File: src/hw/rtl/scb_pkg.sv
// Shared types, microcode table and arithmetic helpers for the seconds to BCD calendar block.
package scb_pkg;

  localparam int EPOCH_W = 32;
  localparam int DAYS_W  = 16;
  localparam int REM_W   = 6;
  localparam int QSTEP   = 4;
  localparam int CNT_W   = $clog2(EPOCH_W / QSTEP);
  localparam int YOFF_W  = 8;
  localparam int MON_W   = 4;
  localparam int PC_W    = 3;

  localparam logic [REM_W-1:0]  DIV_MINSEC      = REM_W'(60);
  localparam logic [REM_W-1:0]  DIV_HOURS       = REM_W'(24);
  localparam logic [YOFF_W-1:0] CENTURY_YOFF    = YOFF_W'(100);
  localparam logic [YOFF_W-1:0] LAST_YOFF       = YOFF_W'(99);
  localparam logic [8:0]        COMMON_YEAR_LEN = 9'd365;
  localparam logic [MON_W-1:0]  FEB             = MON_W'(1);

  typedef logic [PC_W-1:0] pc_t;

  localparam pc_t S_WAIT     = PC_W'(0);
  localparam pc_t S_DIV_SEC  = PC_W'(1);
  localparam pc_t S_DIV_MIN  = PC_W'(2);
  localparam pc_t S_DIV_HOUR = PC_W'(3);
  localparam pc_t S_YEAR     = PC_W'(4);
  localparam pc_t S_MONTH    = PC_W'(5);
  localparam pc_t S_EMIT     = PC_W'(6);

  typedef enum logic [2:0] {
    OP_WAIT,
    OP_DIV,
    OP_YEAR,
    OP_MONTH,
    OP_EMIT
  } op_t;

  typedef enum logic [0:0] {
    DSEL_60,
    DSEL_24
  } dsel_t;

  typedef enum logic [1:0] {
    DST_SEC,
    DST_MIN,
    DST_HOUR
  } dst_t;

  typedef enum logic [2:0] {
    COND_IN_VALID,
    COND_DIV_LAST,
    COND_YEAR_FITS,
    COND_MONTH_FITS,
    COND_OUT_FREE
  } cond_t;

  typedef struct packed {
    op_t   op;
    dsel_t dsel;
    dst_t  dst;
    cond_t cond;
    pc_t   target;
  } ucode_t;

  typedef struct packed {
    op_t   op;
    dsel_t dsel;
    dst_t  dst;
    logic  fire;
  } ctrl_t;

  typedef struct packed {
    logic div_last;
    logic year_fits;
    logic month_fits;
    logic out_free;
  } status_t;

  typedef struct packed {
    logic [REM_W-1:0] rem;
    logic [QSTEP-1:0] q;
  } divr_t;

  // Each word holds in place until its condition is met, then jumps.
  function automatic ucode_t ucode(input pc_t pc);
    ucode_t w;
    w = '{op: OP_WAIT, dsel: DSEL_60, dst: DST_SEC, cond: COND_IN_VALID, target: S_DIV_SEC};
    unique case (pc)
      S_WAIT: begin
        w = '{op: OP_WAIT, dsel: DSEL_60, dst: DST_SEC, cond: COND_IN_VALID,
              target: S_DIV_SEC};
      end
      S_DIV_SEC: begin
        w = '{op: OP_DIV, dsel: DSEL_60, dst: DST_SEC, cond: COND_DIV_LAST,
              target: S_DIV_MIN};
      end
      S_DIV_MIN: begin
        w = '{op: OP_DIV, dsel: DSEL_60, dst: DST_MIN, cond: COND_DIV_LAST,
              target: S_DIV_HOUR};
      end
      S_DIV_HOUR: begin
        w = '{op: OP_DIV, dsel: DSEL_24, dst: DST_HOUR, cond: COND_DIV_LAST,
              target: S_YEAR};
      end
      S_YEAR: begin
        w = '{op: OP_YEAR, dsel: DSEL_60, dst: DST_SEC, cond: COND_YEAR_FITS,
              target: S_MONTH};
      end
      S_MONTH: begin
        w = '{op: OP_MONTH, dsel: DSEL_60, dst: DST_SEC, cond: COND_MONTH_FITS,
              target: S_EMIT};
      end
      S_EMIT: begin
        w = '{op: OP_EMIT, dsel: DSEL_60, dst: DST_SEC, cond: COND_OUT_FREE,
              target: S_WAIT};
      end
      default: begin
        w = '{op: OP_WAIT, dsel: DSEL_60, dst: DST_SEC, cond: COND_IN_VALID,
              target: S_WAIT};
      end
    endcase
    return w;
  endfunction

  function automatic logic [4:0] month_len(input logic [MON_W-1:0] m);
    logic [4:0] d;
    unique case (m)
      4'd0, 4'd2, 4'd4, 4'd6, 4'd7, 4'd9, 4'd11: d = 5'd31;
      4'd1:                                      d = 5'd28;
      default:                                   d = 5'd30;
    endcase
    return d;
  endfunction

  // Year offset from 2000; valid for 2000..2199.
  function automatic logic is_leap(input logic [YOFF_W-1:0] yoff);
    return (yoff[1:0] == 2'b00) && (yoff != CENTURY_YOFF);
  endfunction

  // Restoring division, QSTEP quotient bits per call.
  function automatic divr_t div_step(input logic [REM_W-1:0] rem,
                                     input logic [QSTEP-1:0] bits,
                                     input logic [REM_W-1:0] d);
    logic [REM_W:0]   r;
    logic [QSTEP-1:0] q;
    r = {1'b0, rem};
    q = '0;
    for (int i = QSTEP - 1; i >= 0; i--) begin
      r = {r[REM_W-1:0], bits[i]};
      if (r >= {1'b0, d}) begin
        r = r - {1'b0, d};
        q[i] = 1'b1;
      end
    end
    return '{rem: r[REM_W-1:0], q: q};
  endfunction

  // Values below 100 only; tens by reciprocal multiply.
  function automatic logic [7:0] bin2bcd(input logic [6:0] v);
    logic [14:0] p;
    logic [3:0]  tens;
    logic [6:0]  tt;
    logic [6:0]  ones;
    p    = 15'(v) * 15'd205;
    tens = p[14:11];
    tt   = 7'(tens) * 7'd10;
    ones = v - tt;
    return {tens, ones[3:0]};
  endfunction

endpackage

File: src/hw/rtl/scb_sequencer.sv
// Microcode sequencer: step counter, control ROM and conditional jumps.
module scb_sequencer
  import scb_pkg::*;
(
  input  logic    clk,
  input  logic    rst_n,
  input  logic    in_valid,
  input  status_t status,
  output ctrl_t   ctrl
);

  pc_t    pc_r;
  pc_t    pc_nxt;
  ucode_t word;
  logic   met;

  always_comb begin
    word = ucode(pc_r);
    unique case (word.cond)
      COND_IN_VALID:   met = in_valid;
      COND_DIV_LAST:   met = status.div_last;
      COND_YEAR_FITS:  met = status.year_fits;
      COND_MONTH_FITS: met = status.month_fits;
      COND_OUT_FREE:   met = status.out_free;
      default:         met = 1'b0;
    endcase
    pc_nxt    = met ? word.target : pc_r;
    ctrl.op   = word.op;
    ctrl.dsel = word.dsel;
    ctrl.dst  = word.dst;
    ctrl.fire = met;
  end

  always_ff @(posedge clk) begin
    if (!rst_n) begin
      pc_r <= S_WAIT;
    end else begin
      pc_r <= pc_nxt;
    end
  end

endmodule

File: src/hw/rtl/scb_datapath.sv
// Datapath: shared constant divider, year and month walk, BCD output register.
module scb_datapath
  import scb_pkg::*;
(
  input  logic               clk,
  input  logic               rst_n,
  input  ctrl_t              ctrl,
  input  logic [EPOCH_W-1:0] in_epoch_seconds,
  input  logic               out_stall,
  output status_t            status,
  output logic               out_valid,
  output logic [6:0]         out_seconds_bcd,
  output logic [6:0]         out_minutes_bcd,
  output logic [5:0]         out_hours_bcd,
  output logic [5:0]         out_date_bcd,
  output logic [4:0]         out_month_bcd,
  output logic [7:0]         out_year_bcd,
  output logic               out_year_out_of_range
);

  logic [EPOCH_W-1:0] acc_r, acc_nxt;
  logic [REM_W-1:0]   rem_r, rem_nxt;
  logic [CNT_W-1:0]   cnt_r, cnt_nxt;
  logic [REM_W-1:0]   sec_r, sec_nxt;
  logic [REM_W-1:0]   min_r, min_nxt;
  logic [4:0]         hour_r, hour_nxt;
  logic [YOFF_W-1:0]  yoff_r, yoff_nxt;
  logic [7:0]         ybcd_r, ybcd_nxt;
  logic [MON_W-1:0]   mon_r, mon_nxt;
  logic               oval_r, oval_nxt;
  logic [6:0]         osec_r, osec_nxt;
  logic [6:0]         omin_r, omin_nxt;
  logic [5:0]         ohour_r, ohour_nxt;
  logic [5:0]         odate_r, odate_nxt;
  logic [4:0]         omon_r, omon_nxt;
  logic [7:0]         oyear_r, oyear_nxt;
  logic               oor_r, oor_nxt;

  logic [REM_W-1:0]  divisor;
  divr_t             dres;
  logic [DAYS_W-1:0] days;
  logic              leap;
  logic [8:0]        ylen;
  logic [4:0]        dim;
  logic [7:0]        tmp;

  always_comb begin
    divisor = (ctrl.dsel == DSEL_24) ? DIV_HOURS : DIV_MINSEC;
    dres    = div_step(rem_r, acc_r[EPOCH_W-1 -: QSTEP], divisor);
    days    = acc_r[DAYS_W-1:0];
    leap    = is_leap(yoff_r);
    ylen    = COMMON_YEAR_LEN + 9'(leap);
    dim     = month_len(mon_r) + 5'((mon_r == FEB) && leap);

    status.div_last   = (cnt_r == '1);
    status.year_fits  = (days < DAYS_W'(ylen));
    status.month_fits = (days < DAYS_W'(dim));
    status.out_free   = !oval_r || !out_stall;
  end

  always_comb begin
    acc_nxt   = acc_r;
    rem_nxt   = rem_r;
    cnt_nxt   = cnt_r;
    sec_nxt   = sec_r;
    min_nxt   = min_r;
    hour_nxt  = hour_r;
    yoff_nxt  = yoff_r;
    ybcd_nxt  = ybcd_r;
    mon_nxt   = mon_r;
    oval_nxt  = oval_r && out_stall;
    osec_nxt  = osec_r;
    omin_nxt  = omin_r;
    ohour_nxt = ohour_r;
    odate_nxt = odate_r;
    omon_nxt  = omon_r;
    oyear_nxt = oyear_r;
    oor_nxt   = oor_r;
    tmp       = '0;

    unique case (ctrl.op)
      OP_WAIT: begin
        if (ctrl.fire) begin
          acc_nxt  = in_epoch_seconds;
          rem_nxt  = '0;
          cnt_nxt  = '0;
          yoff_nxt = '0;
          ybcd_nxt = '0;
          mon_nxt  = '0;
        end
      end
      OP_DIV: begin
        acc_nxt = {acc_r[EPOCH_W-QSTEP-1:0], dres.q};
        rem_nxt = dres.rem;
        cnt_nxt = cnt_r + CNT_W'(1);
        if (ctrl.fire) begin
          rem_nxt = '0;
          unique case (ctrl.dst)
            DST_SEC:  sec_nxt  = dres.rem;
            DST_MIN:  min_nxt  = dres.rem;
            DST_HOUR: hour_nxt = dres.rem[4:0];
            default:  sec_nxt  = dres.rem;
          endcase
        end
      end
      OP_YEAR: begin
        if (!ctrl.fire) begin
          acc_nxt  = EPOCH_W'(days - DAYS_W'(ylen));
          yoff_nxt = yoff_r + YOFF_W'(1);
          if (ybcd_r[3:0] == 4'd9) begin
            ybcd_nxt[3:0] = 4'd0;
            ybcd_nxt[7:4] = (ybcd_r[7:4] == 4'd9) ? 4'd0 : ybcd_r[7:4] + 4'd1;
          end else begin
            ybcd_nxt[3:0] = ybcd_r[3:0] + 4'd1;
          end
        end
      end
      OP_MONTH: begin
        if (!ctrl.fire) begin
          acc_nxt = EPOCH_W'(days - DAYS_W'(dim));
          mon_nxt = mon_r + MON_W'(1);
        end
      end
      OP_EMIT: begin
        if (ctrl.fire) begin
          oval_nxt  = 1'b1;
          tmp       = bin2bcd(7'(sec_r));
          osec_nxt  = tmp[6:0];
          tmp       = bin2bcd(7'(min_r));
          omin_nxt  = tmp[6:0];
          tmp       = bin2bcd(7'(hour_r));
          ohour_nxt = tmp[5:0];
          tmp       = bin2bcd(7'(days[4:0]) + 7'd1);
          odate_nxt = tmp[5:0];
          tmp       = bin2bcd(7'(mon_r) + 7'd1);
          omon_nxt  = tmp[4:0];
          oyear_nxt = ybcd_r;
          oor_nxt   = (yoff_r > LAST_YOFF);
        end
      end
      default: begin
        acc_nxt = acc_r;
      end
    endcase
  end

  always_ff @(posedge clk) begin
    if (!rst_n) begin
      cnt_r  <= '0;
      oval_r <= 1'b0;
    end else begin
      cnt_r  <= cnt_nxt;
      oval_r <= oval_nxt;
    end
  end

  always_ff @(posedge clk) begin
    acc_r   <= acc_nxt;
    rem_r   <= rem_nxt;
    sec_r   <= sec_nxt;
    min_r   <= min_nxt;
    hour_r  <= hour_nxt;
    yoff_r  <= yoff_nxt;
    ybcd_r  <= ybcd_nxt;
    mon_r   <= mon_nxt;
    osec_r  <= osec_nxt;
    omin_r  <= omin_nxt;
    ohour_r <= ohour_nxt;
    odate_r <= odate_nxt;
    omon_r  <= omon_nxt;
    oyear_r <= oyear_nxt;
    oor_r   <= oor_nxt;
  end

  assign out_valid             = oval_r;
  assign out_seconds_bcd       = osec_r;
  assign out_minutes_bcd       = omin_r;
  assign out_hours_bcd         = ohour_r;
  assign out_date_bcd          = odate_r;
  assign out_month_bcd         = omon_r;
  assign out_year_bcd          = oyear_r;
  assign out_year_out_of_range = oor_r;

endmodule

File: src/hw/rtl/seconds_to_bcd_calendar.sv
// Top level of the seconds-since-2000 to packed BCD calendar converter.
// Converts a 32-bit count of seconds since 2000-01-01 00:00:00 into BCD seconds,
// minutes, hours, day of month, month and year (modulo 100), with a flag for
// years past 2099. One word is converted at a time by a small microcoded
// sequencer. Each word is loaded, passed through three constant divisions (4
// quotient bits per cycle), walked over the whole years past 2000 (0 to 136)
// and the whole months into the year (0 to 11), and its result is then loaded
// into the result register, which waits while the previous result stays stalled.
// The next word is accepted as soon as the result register is loaded, even while
// that result still waits to be taken.
module seconds_to_bcd_calendar
  import scb_pkg::*;
(
  input  logic               clk,
  input  logic               rst_n,
  input  logic               in_valid,
  output logic               in_stall,
  input  logic [EPOCH_W-1:0] in_epoch_seconds,
  output logic               out_valid,
  input  logic               out_stall,
  output logic [6:0]         out_seconds_bcd,
  output logic [6:0]         out_minutes_bcd,
  output logic [5:0]         out_hours_bcd,
  output logic [5:0]         out_date_bcd,
  output logic [4:0]         out_month_bcd,
  output logic [7:0]         out_year_bcd,
  output logic               out_year_out_of_range
);

  ctrl_t   ctrl;
  status_t status;

  assign in_stall = (ctrl.op != OP_WAIT);

  scb_sequencer u_seq (
    .clk      (clk),
    .rst_n    (rst_n),
    .in_valid (in_valid),
    .status   (status),
    .ctrl     (ctrl)
  );

  scb_datapath u_dp (
    .clk                   (clk),
    .rst_n                 (rst_n),
    .ctrl                  (ctrl),
    .in_epoch_seconds      (in_epoch_seconds),
    .out_stall             (out_stall),
    .status                (status),
    .out_valid             (out_valid),
    .out_seconds_bcd       (out_seconds_bcd),
    .out_minutes_bcd       (out_minutes_bcd),
    .out_hours_bcd         (out_hours_bcd),
    .out_date_bcd          (out_date_bcd),
    .out_month_bcd         (out_month_bcd),
    .out_year_bcd          (out_year_bcd),
    .out_year_out_of_range (out_year_out_of_range)
  );

endmodule
File: config.mk
export PLATFORM = sky130hd
export DESIGN_NAME = seconds_to_bcd_calendar
export DESIGN_NICKNAME = d
export VERILOG_FILES = /design/src/hw/rtl/scb_pkg.sv /design/src/hw/rtl/scb_sequencer.sv /design/src/hw/rtl/scb_datapath.sv /design/src/hw/rtl/seconds_to_bcd_calendar.sv
export SDC_FILE = /design/constraint.sdc
export NUM_CORES = 1
export LEC_CHECK = 0
export BUFFER_PORTS_ARGS = -buffer_cell sky130_fd_sc_hd__buf_2
export CAP_MARGIN = 20
export CORE_MARGIN = 1
export CORE_UTILIZATION = 40
export CTS_BUF_LIST = sky130_fd_sc_hd__clkbuf_2 sky130_fd_sc_hd__clkbuf_4 sky130_fd_sc_hd__clkbuf_8
export DETAILED_ROUTE_END_ITERATION = 10
export PLACE_DENSITY_LB_ADDON = 0.1
export SLEW_MARGIN = 20
export SYNTH_ARGS = -nofsm -noshare
export SYNTH_HDL_FRONTEND = slang
export SYNTH_HIERARCHICAL = 1
export SYNTH_SLANG_ARGS = --single-unit
File: constraint.sdc
create_clock -name clk -period 7.75 [get_ports clk]
set_clock_uncertainty 0.2 [all_clocks]
set_input_delay 1.9375 -clock clk [delete_from_list [all_inputs] [get_ports clk]]
set_output_delay 1.9375 -clock clk [all_outputs]
set_load 0.02 [all_outputs]
==> results of run 1 <==
## registers in the layout (all words and copies together) (netlist names), 6 cells and up, named ones only
register	flops
u_dp/out_minutes_bcd	7
u_dp/out_seconds_bcd	7
u_dp/out_date_bcd	6
u_dp/min_r	6
u_dp/ybcd_r	8
u_dp/out_hours_bcd	6
u_dp/out_year_bcd	8
u_dp/acc_r	32
u_dp/rem_r	6
u_dp/yoff_r	8
u_dp/sec_r	6
## worst max-delay path: cells and delay by family (launching register included)
family,cells,cell delay (ns)
buf+inv,3,0.44
flops,1,0.54
compound gates,9,1.63
xor+xnor,1,0.19
simple gates,6,2.23
fa+ha+maj,4,1.16
## final cells by class
cell class                 count  area [um2]  share of cell area
clock inverter                14         160              0.0144
multi-input combinational    688        5770               0.521
clock buffer                  18         241              0.0218
sequential                   124        3630               0.328
tap                          324         405              0.0366
inverter                     117         439              0.0396
timing repair buffer          84         438              0.0395
## where the power goes
| part | switching, mW | leakage, nW | internal (mW) |
|---|---|---|---|
| logic | 0.479 | 3.56 | 0.381 |
| clock network | 0.292 | 0.196 | 0.297 |
| registers | 0.0561 | 1.16 | 0.824 |
| total | 0.827 | 4.92 | 1.50 |
## metal layers
metal	part of all wire	track usage	routed length, um	vias to the layer above
met3	0.034	0.0314	739	16
met1	0.48	0.237	10300	3294
met5	0	0	0	-
li1	-	-	-	3573
met2	0.47	0.293	10100	153
met4	0.014	0.0528	296	0
## synth_stat cells (3+ instances only)
master     number
a21oi_1        45
mux2i_1         8
clkbuf_1       20
xor2_1         27
nand2b_1        6
a31oi_1         7
o221ai_1        3
a21boi_0        7
a211oi_1        5
o21a_1          9
and2_1          6
a21o_1         10
nor4b_1         3
buf_4           8
a222oi_1        8
buf_6           3
and3_1          9
edfxtp_1      115
o21bai_1        3
nand3_1        21
dfxtp_1         9
nand2_1        67
fa_1           29
a32oi_1         3
nor4_1          5
or3_1           7
ha_1          153
nand4_1         5
a221o_1         3
nor3b_1         7
a41o_1          3
nor2_1         67
or2_2           5
nor2b_1        12
nor3_1         10
o21ai_0        35
o2bb2ai_1       3
inv_1         117
xnor2_1        42
## per-stage QoR
stage                     worst slack (ns)  power [mW]  area [um2]
after floorplan                      0.457        1.56       10000
after global placement                1.21        1.75       10700
after detailed placement              1.16        1.76       10700
after CTS                             1.11        2.36       11100
after global routing                 0.551        2.52       11100
final                                 1.09        2.33       11100
## final timing paths
path                  from            end  slack [ns]
max          u_seq/pc_r[0]  u_dp/sec_r[4]        1.09
min          u_dp/cnt_r[1]  u_dp/cnt_r[1]        0.29
max reg2reg  u_seq/pc_r[0]  u_dp/sec_r[4]        1.09
min reg2reg  u_dp/cnt_r[1]  u_dp/cnt_r[1]        0.29
## kinds of logic after synthesis
| group | share of synthesized area |
|---|---|
| multiplexers | 0.0103 |
| flip-flops | 0.363 |
| buffers and inverters | 0.0617 |
| AND/OR/NAND/NOR | 0.127 |
| AO/OA/AOI/OAI | 0.126 |
| adder cells (fa/ha/maj) | 0.250 |
| XOR/XNOR | 0.0628 |
==> results.md, run 1 <==
* Outcome: complete, no violations
* Final setup viols at 0
* Number of fill cells at 2,420
* Antenna Cells at 0
* Fraction of registers with async set/reset at 0
* Starting DRT DRC Count at ~420
* Number of global-route vias before repair at between 7,000 and 8,000
* CTS tree: done
* CP dominant cell by count: ha_1
* Mapped Cells at 962
* Core area at 0.0244 mm2
* Total number of vias at around 7,000
* Yosys cell types at 85
* Syn nets at ~1,200
* Clock Pin Slew Worst Setup and Hold Paths at 0.08 ns
* Clk_lat worst skew at roughly 0.44 ns
* Drt total wl at 21,400 um
* P&R area growth vs syn at 10.9%
* Yosys warns at 6
* Power Dens Cells at around 210 mW/mm2
* Initial antenna violation count at 0
* Width of the die at 160 um
* DRT Pass-1 Iters at 6
* CP Max Fanout at 10
* Area of the die at 0.0256 mm2
* LEAKAGE at 4.92 nW
* Max Cap Viol at 0
* Overall die height at 160 um
* Peak per-stage delay on the critical path at 0.58 ns
* Largest net degree at the start of global routing at 41
* Minimum clock period after layout at 6.66 ns
* Remaining global-route overflow at 0
* RSZ-0062 raised after global routing: no
* Max-slew headroom at 0.264
* Startpoint Class: flop
* Hold WS at 0.290 ns
* Crit path DAT at 6.61 ns
* Max-slew violation count at 0
* DRC at 0
* Reg2reg path depth at 23
* Fin Setup TNS at 0 ns
* Clock sinks at 124
* Synthesized flop and latch total at 124
* GPL Wtd Cong at 0.892
* Avg Synthesized Cell Area at 10.4 um2
* Mapped Area at 0.0100 mm2
* Non-filler instance count after layout at 1,369
* IO buf count at 77
* Most frequent cells in the layout: 153 x ha_1, 116 x inv_1, 115 x edfxtp_1, 77 x buf_2, 67 x nand2_1
* Final net count at 1,250
* Fmax at 0.150 GHz
* Row cnt at between 50 and 60
* WL/cell at roughly 16 um
* PostCTS Resize Cnt at 0
* Global-route wire length before repair at 36,100 um
* Hold Crit Class: flop to flop
* Crit path kind: flop to flop
* Worst VDD drop at 86.0 uV
* Initial core utilization at 0.410
* Fin crit share at 0.860
* Routed Antenna Nets at 0
* Placed insts at between 1,000 and 1,500
* Critical Path End Type: flop
* Slew @ Worst Pin at between 1 and 1.5 ns
* Top-area cell type share of the netlist area at 0.345
* Finished Core Util at 0.455
* Clk buf depth at 2
* Hold path cells at 2
* I/O pin count at 78
* Fraction of layout cells with a size suffix above 1 at 0.140
* EDFF count, synth at 115
* Clock root cell: clkbuf_8
* CTS Hold Bufs at 0
* Critical-path cell list: inv_1 -> nor3b_1 -> inv_1 -> ha_1 -> nor4b_2 -> and4_1 -> o21ai_0 -> a21oi_1 -> inv_1 -> ha_1 -> o21a_1 -> and4_1 -> o21ai_1 -> a21boi_0 -> xnor2_1 -> ha_1 -> nand4b_1 -> a31oi_1 -> o21ai_0 -> ha_1 -> or4_1 -> a31oi_1 -> a31oi_1
* Synth area leader: edfxtp_1
* Gr usage total at 0.178
* Final hold vios at 0
* Setup Buffers After CTS at 0
* Htree depth at 4
* Seq/Total Area, Yosys at 0.363
* DPL Wire Length at approximately 17,000 um
* Vias per std cell at 5.14
* Area contributors post-synth: edfxtp_1 35%, ha_1 19%, fa_1 5.8%
* Most common cell after layout, fill and taps aside: ha_1
* Primary FF master, synth: edfxtp_1
* Cts bufs inserted at 17
* Critical Path RT at 7.70 ns
* Slowest CP cell: or4_1
(Power assumes the default switching activity.)
==> run 2: changes to the inputs <==
--- a/config.mk
+++ b/config.mk
@@ -5,13 +5,14 @@
 export SDC_FILE = /design/constraint.sdc
 export NUM_CORES = 1
 export LEC_CHECK = 0
+export ABC_CLOCK_PERIOD_IN_PS = 7750
 export BUFFER_PORTS_ARGS = -buffer_cell sky130_fd_sc_hd__buf_2
 export CAP_MARGIN = 20
 export CORE_MARGIN = 1
 export CORE_UTILIZATION = 40
 export CTS_BUF_LIST = sky130_fd_sc_hd__clkbuf_2 sky130_fd_sc_hd__clkbuf_4 sky130_fd_sc_hd__clkbuf_8
 export DETAILED_ROUTE_END_ITERATION = 10
-export PLACE_DENSITY_LB_ADDON = 0.1
+export PLACE_DENSITY = 0.59
 export SLEW_MARGIN = 20
 export SYNTH_ARGS = -nofsm -noshare
 export SYNTH_HDL_FRONTEND = slang
==> run 2 against run 1 <==
  * Utilization down 0.082 points
  * Critical path depth up 1
  * Clock power decreased by 4.9%
  * Cell area down 0.18%
  * Total power is 0.81% lower
  * Via count increased by 2.1%
  * Global-route usage decreased by 0.33 points
  * Wire length shrank 0.14%
  * Cell count up 0.15%
  * Register-to-register slack better by 0.22 ns
  * Critical path type unchanged
  * Largest cell class unchanged
==> results.md, run 2 (synthesized netlist as in run 1, its figures left out) <==
* Antenna Cells at 0 (unchanged)
* Number of global-route vias before repair at 7,068 (+0.099%)
* Overall die height at 160 um (unchanged)
* Fmax at 0.155 GHz (+3.3%)
* CP delay by family, top: simple AND/OR/NAND/NOR gates
* Final setup viols at 0 (unchanged)
* Global-route wire length before repair at 35,600 um (-1.4%)
* PnR worst setup slack at 1.30 ns (+0.215 ns)
* Largest net degree at the start of global routing at 41 (unchanged)
* Power Dens Cells at 209 mW/mm2 (-0.63%)
* Clk buf depth at 2 (unchanged)
* Vias per std cell at 5.24 (+2.0%)
* Initial antenna violation count at 0 (unchanged)
* Multi-input logic area at 0.00576 mm2 (-0.20%)
* Crit path buf inv count at 4 (+1)
* Starting DRT DRC Count at 444 (+5.2%)
* Fin Setup TNS at 0 ns (unchanged)
* Setup WS pre-CTS at 1.39 ns (+0.233 ns)
* Gr usage total at 0.174 (-0.00330)
* Startpoint Class: flop
* Core area at 0.0244 mm2 (unchanged)
* Critical Path End Type: flop
* Cts bufs inserted at 17 (unchanged)
* Final hold vios at 0 (unchanged)
* RSZ-0062 raised after global routing: no
* LEAKAGE at 4.92 nW (about the same)
* Final net count at 1,252 (+0.16%)
* Clock Pin Slew Worst Setup and Hold Paths at 0.08 ns (about the same)
* Outcome: complete, no violations
* Critical-path cell list: inv_1 -> nor3b_1 -> buf_4 -> inv_1 -> ha_1 -> nor4b_2 -> and4_1 -> o21ai_0 -> a21oi_1 -> inv_1 -> ha_1 -> o21a_1 -> and4_1 -> o21ai_1 -> a21boi_0 -> xnor2_1 -> ha_1 -> nand4b_1 -> a31oi_1 -> o21ai_0 -> ha_1 -> or4_1 -> and3_1 -> a211oi_2
* Clk_lat worst skew at 0.44 ns (about the same)
* FF-to-FF setup slack at 1.30 ns (+0.22 ns)
* R2R Path End: u_dp/sec_r[5]
* Largest register by flop count: u_dp/acc_r
* Clock sinks at 124 (unchanged)
* CTS tree: done
* Number of fill cells at 2,355 (-2.7%)
* Max-slew violation count at 0 (unchanged)
* Register Area at 0.00363 mm2 (unchanged)
* Total number of vias at 7,186 (+2.1%)
* Peak per-stage delay on the critical path at 0.58 ns (about the same)
* DRC at 0 (unchanged)
* Final Cell Area at 0.0111 mm2 (-0.18%)
* CTS Hold Bufs at 0 (unchanged)
* Max-slew headroom at 0.304 (+0.0402)
* Post-Place Cell Area at 0.0107 mm2 (about the same)
* Fin crit share at 0.832 (-0.0278)
* Clock root cell: clkbuf_8
* Slowest CP cell: or4_1
* Worst Setup EP: u_dp/sec_r[5]
* Worst VDD drop at 89.3 uV (+3.8%)
* Reg2reg path depth at 24 (+4.3%)
* Fraction of layout cells with a size suffix above 1 at 0.138 (-0.00122)
* P&R area growth vs syn at 10.7%
* CP Max Fanout at 10 (unchanged)
* Width of the die at 160 um (unchanged)
* Initial core utilization at 0.410 (unchanged)
* Crit path kind: flop to flop
* Hold Crit Class: flop to flop
* Critical Path RT at 7.80 ns (+0.10 ns)
* DPL Wire Length at 16,400 um (-0.88%)
* Critical path depth at 24 (+4.3%)
* Max Cap Viol at 0 (unchanged)
* Remaining global-route overflow at 0 (unchanged)
* Htree depth at 4 (unchanged)
* Drt total wl at 21,400 um (-0.14%)
* Most common cell after layout, fill and taps aside: ha_1
* CP startpoint: u_seq/pc_r[0]
* IO buf count at 77 (unchanged)
* Slew @ Worst Pin at 1.04 ns (-0.0583 ns)
* Max reg flops at 32 (unchanged)
* Crit path DAT at 6.50 ns (-0.11 ns)
* Reg-to-reg startpoint: u_seq/pc_r[0]
* WL/cell at 15.6 um (-0.29%)
* PostCTS Resize Cnt at 0 (unchanged)
* CP dominant cell by count: ha_1
* Most frequent cells in the layout: 153 x ha_1, 116 x inv_1, 115 x edfxtp_1, 77 x buf_2
* DRT Pass-1 Iters at 8 (+2)
* Setup Buffers After CTS at 0 (unchanged)
* Area of the die at 0.0256 mm2 (unchanged)
* Routed Antenna Nets at 0 (unchanged)
* Minimum clock period after layout at 6.45 ns (-0.215 ns)
* I/O pin count at 78 (unchanged)
* GPL Wtd Cong at 0.897 (+0.57%)
* Row cnt at 57 (unchanged)
* Beginning of the worst hold path: u_dp/cnt_r[2]
==> run 2: cell types whose count changed in the layout (fill, tap and decap cells not counted), moves of 2 or more <==
cell / delta
buf_4: +2
inv_6: -2
nor2_1: +2
nor2_2: -2
==> run 2: worst min-delay path, delay by kind of cell (launching register included) <==
kind	cells	cell delay [ns]
DFF	1	0.32
AOI/OAI and AO/OA	1	0.07
and+or+nand+nor	1	0.06
==> run 2: where the power goes <==
part           total, mW  internal [mW]  switching, mW  leakage (nW)
combinational      0.870          0.382          0.488          3.58
sequential         0.880          0.824         0.0560          1.16
clock              0.560          0.263          0.296         0.183
==> run 2: layout make-up <==
| type | count | area share |
|---|---|---|
| flip-flops and latches | 124 | 0.328 |
| repair buffers | 86 | 0.0409 |
| well taps | 324 | 0.0366 |
| clock inverters | 14 | 0.0123 |
| clock buffers | 18 | 0.0218 |
| multi-input cells | 688 | 0.520 |
| inverters | 117 | 0.0397 |
==> run 2: through the flow <==
step	hold slack, ns	util	power, mW	std cells
floorplan	0.258	-	1.56	962
global placement	0.269	0.438	1.75	1339
detailed placement	0.279	0.438	1.77	1339
CTS	0.289	0.454	2.34	1371
global route	0.324	0.454	2.49	1371
finish	0.291	0.454	2.31	1371
==> run 2: how the worst min path moves through the flow <==
stage                          endpoint  slack, ns  cells past startpoint
after floorplan           u_dp/cnt_r[1]       0.26                      2
after global placement    u_dp/cnt_r[2]       0.27                      2
after global routing      u_dp/cnt_r[2]       0.32                      2
after detailed placement  u_dp/cnt_r[2]       0.28                      2
after CTS                 u_dp/cnt_r[2]       0.29                      2
final                     u_dp/cnt_r[2]       0.29                      2
==> run 2: metal layers <==
layer,global-route usage,wire [um],vias to the layer above
li1,-,-,3579
met1,0.229,9930,3413
met2,0.297,10400,175
met3,0.0268,807,19
met4,0.0472,259,0
met5,0,0,-
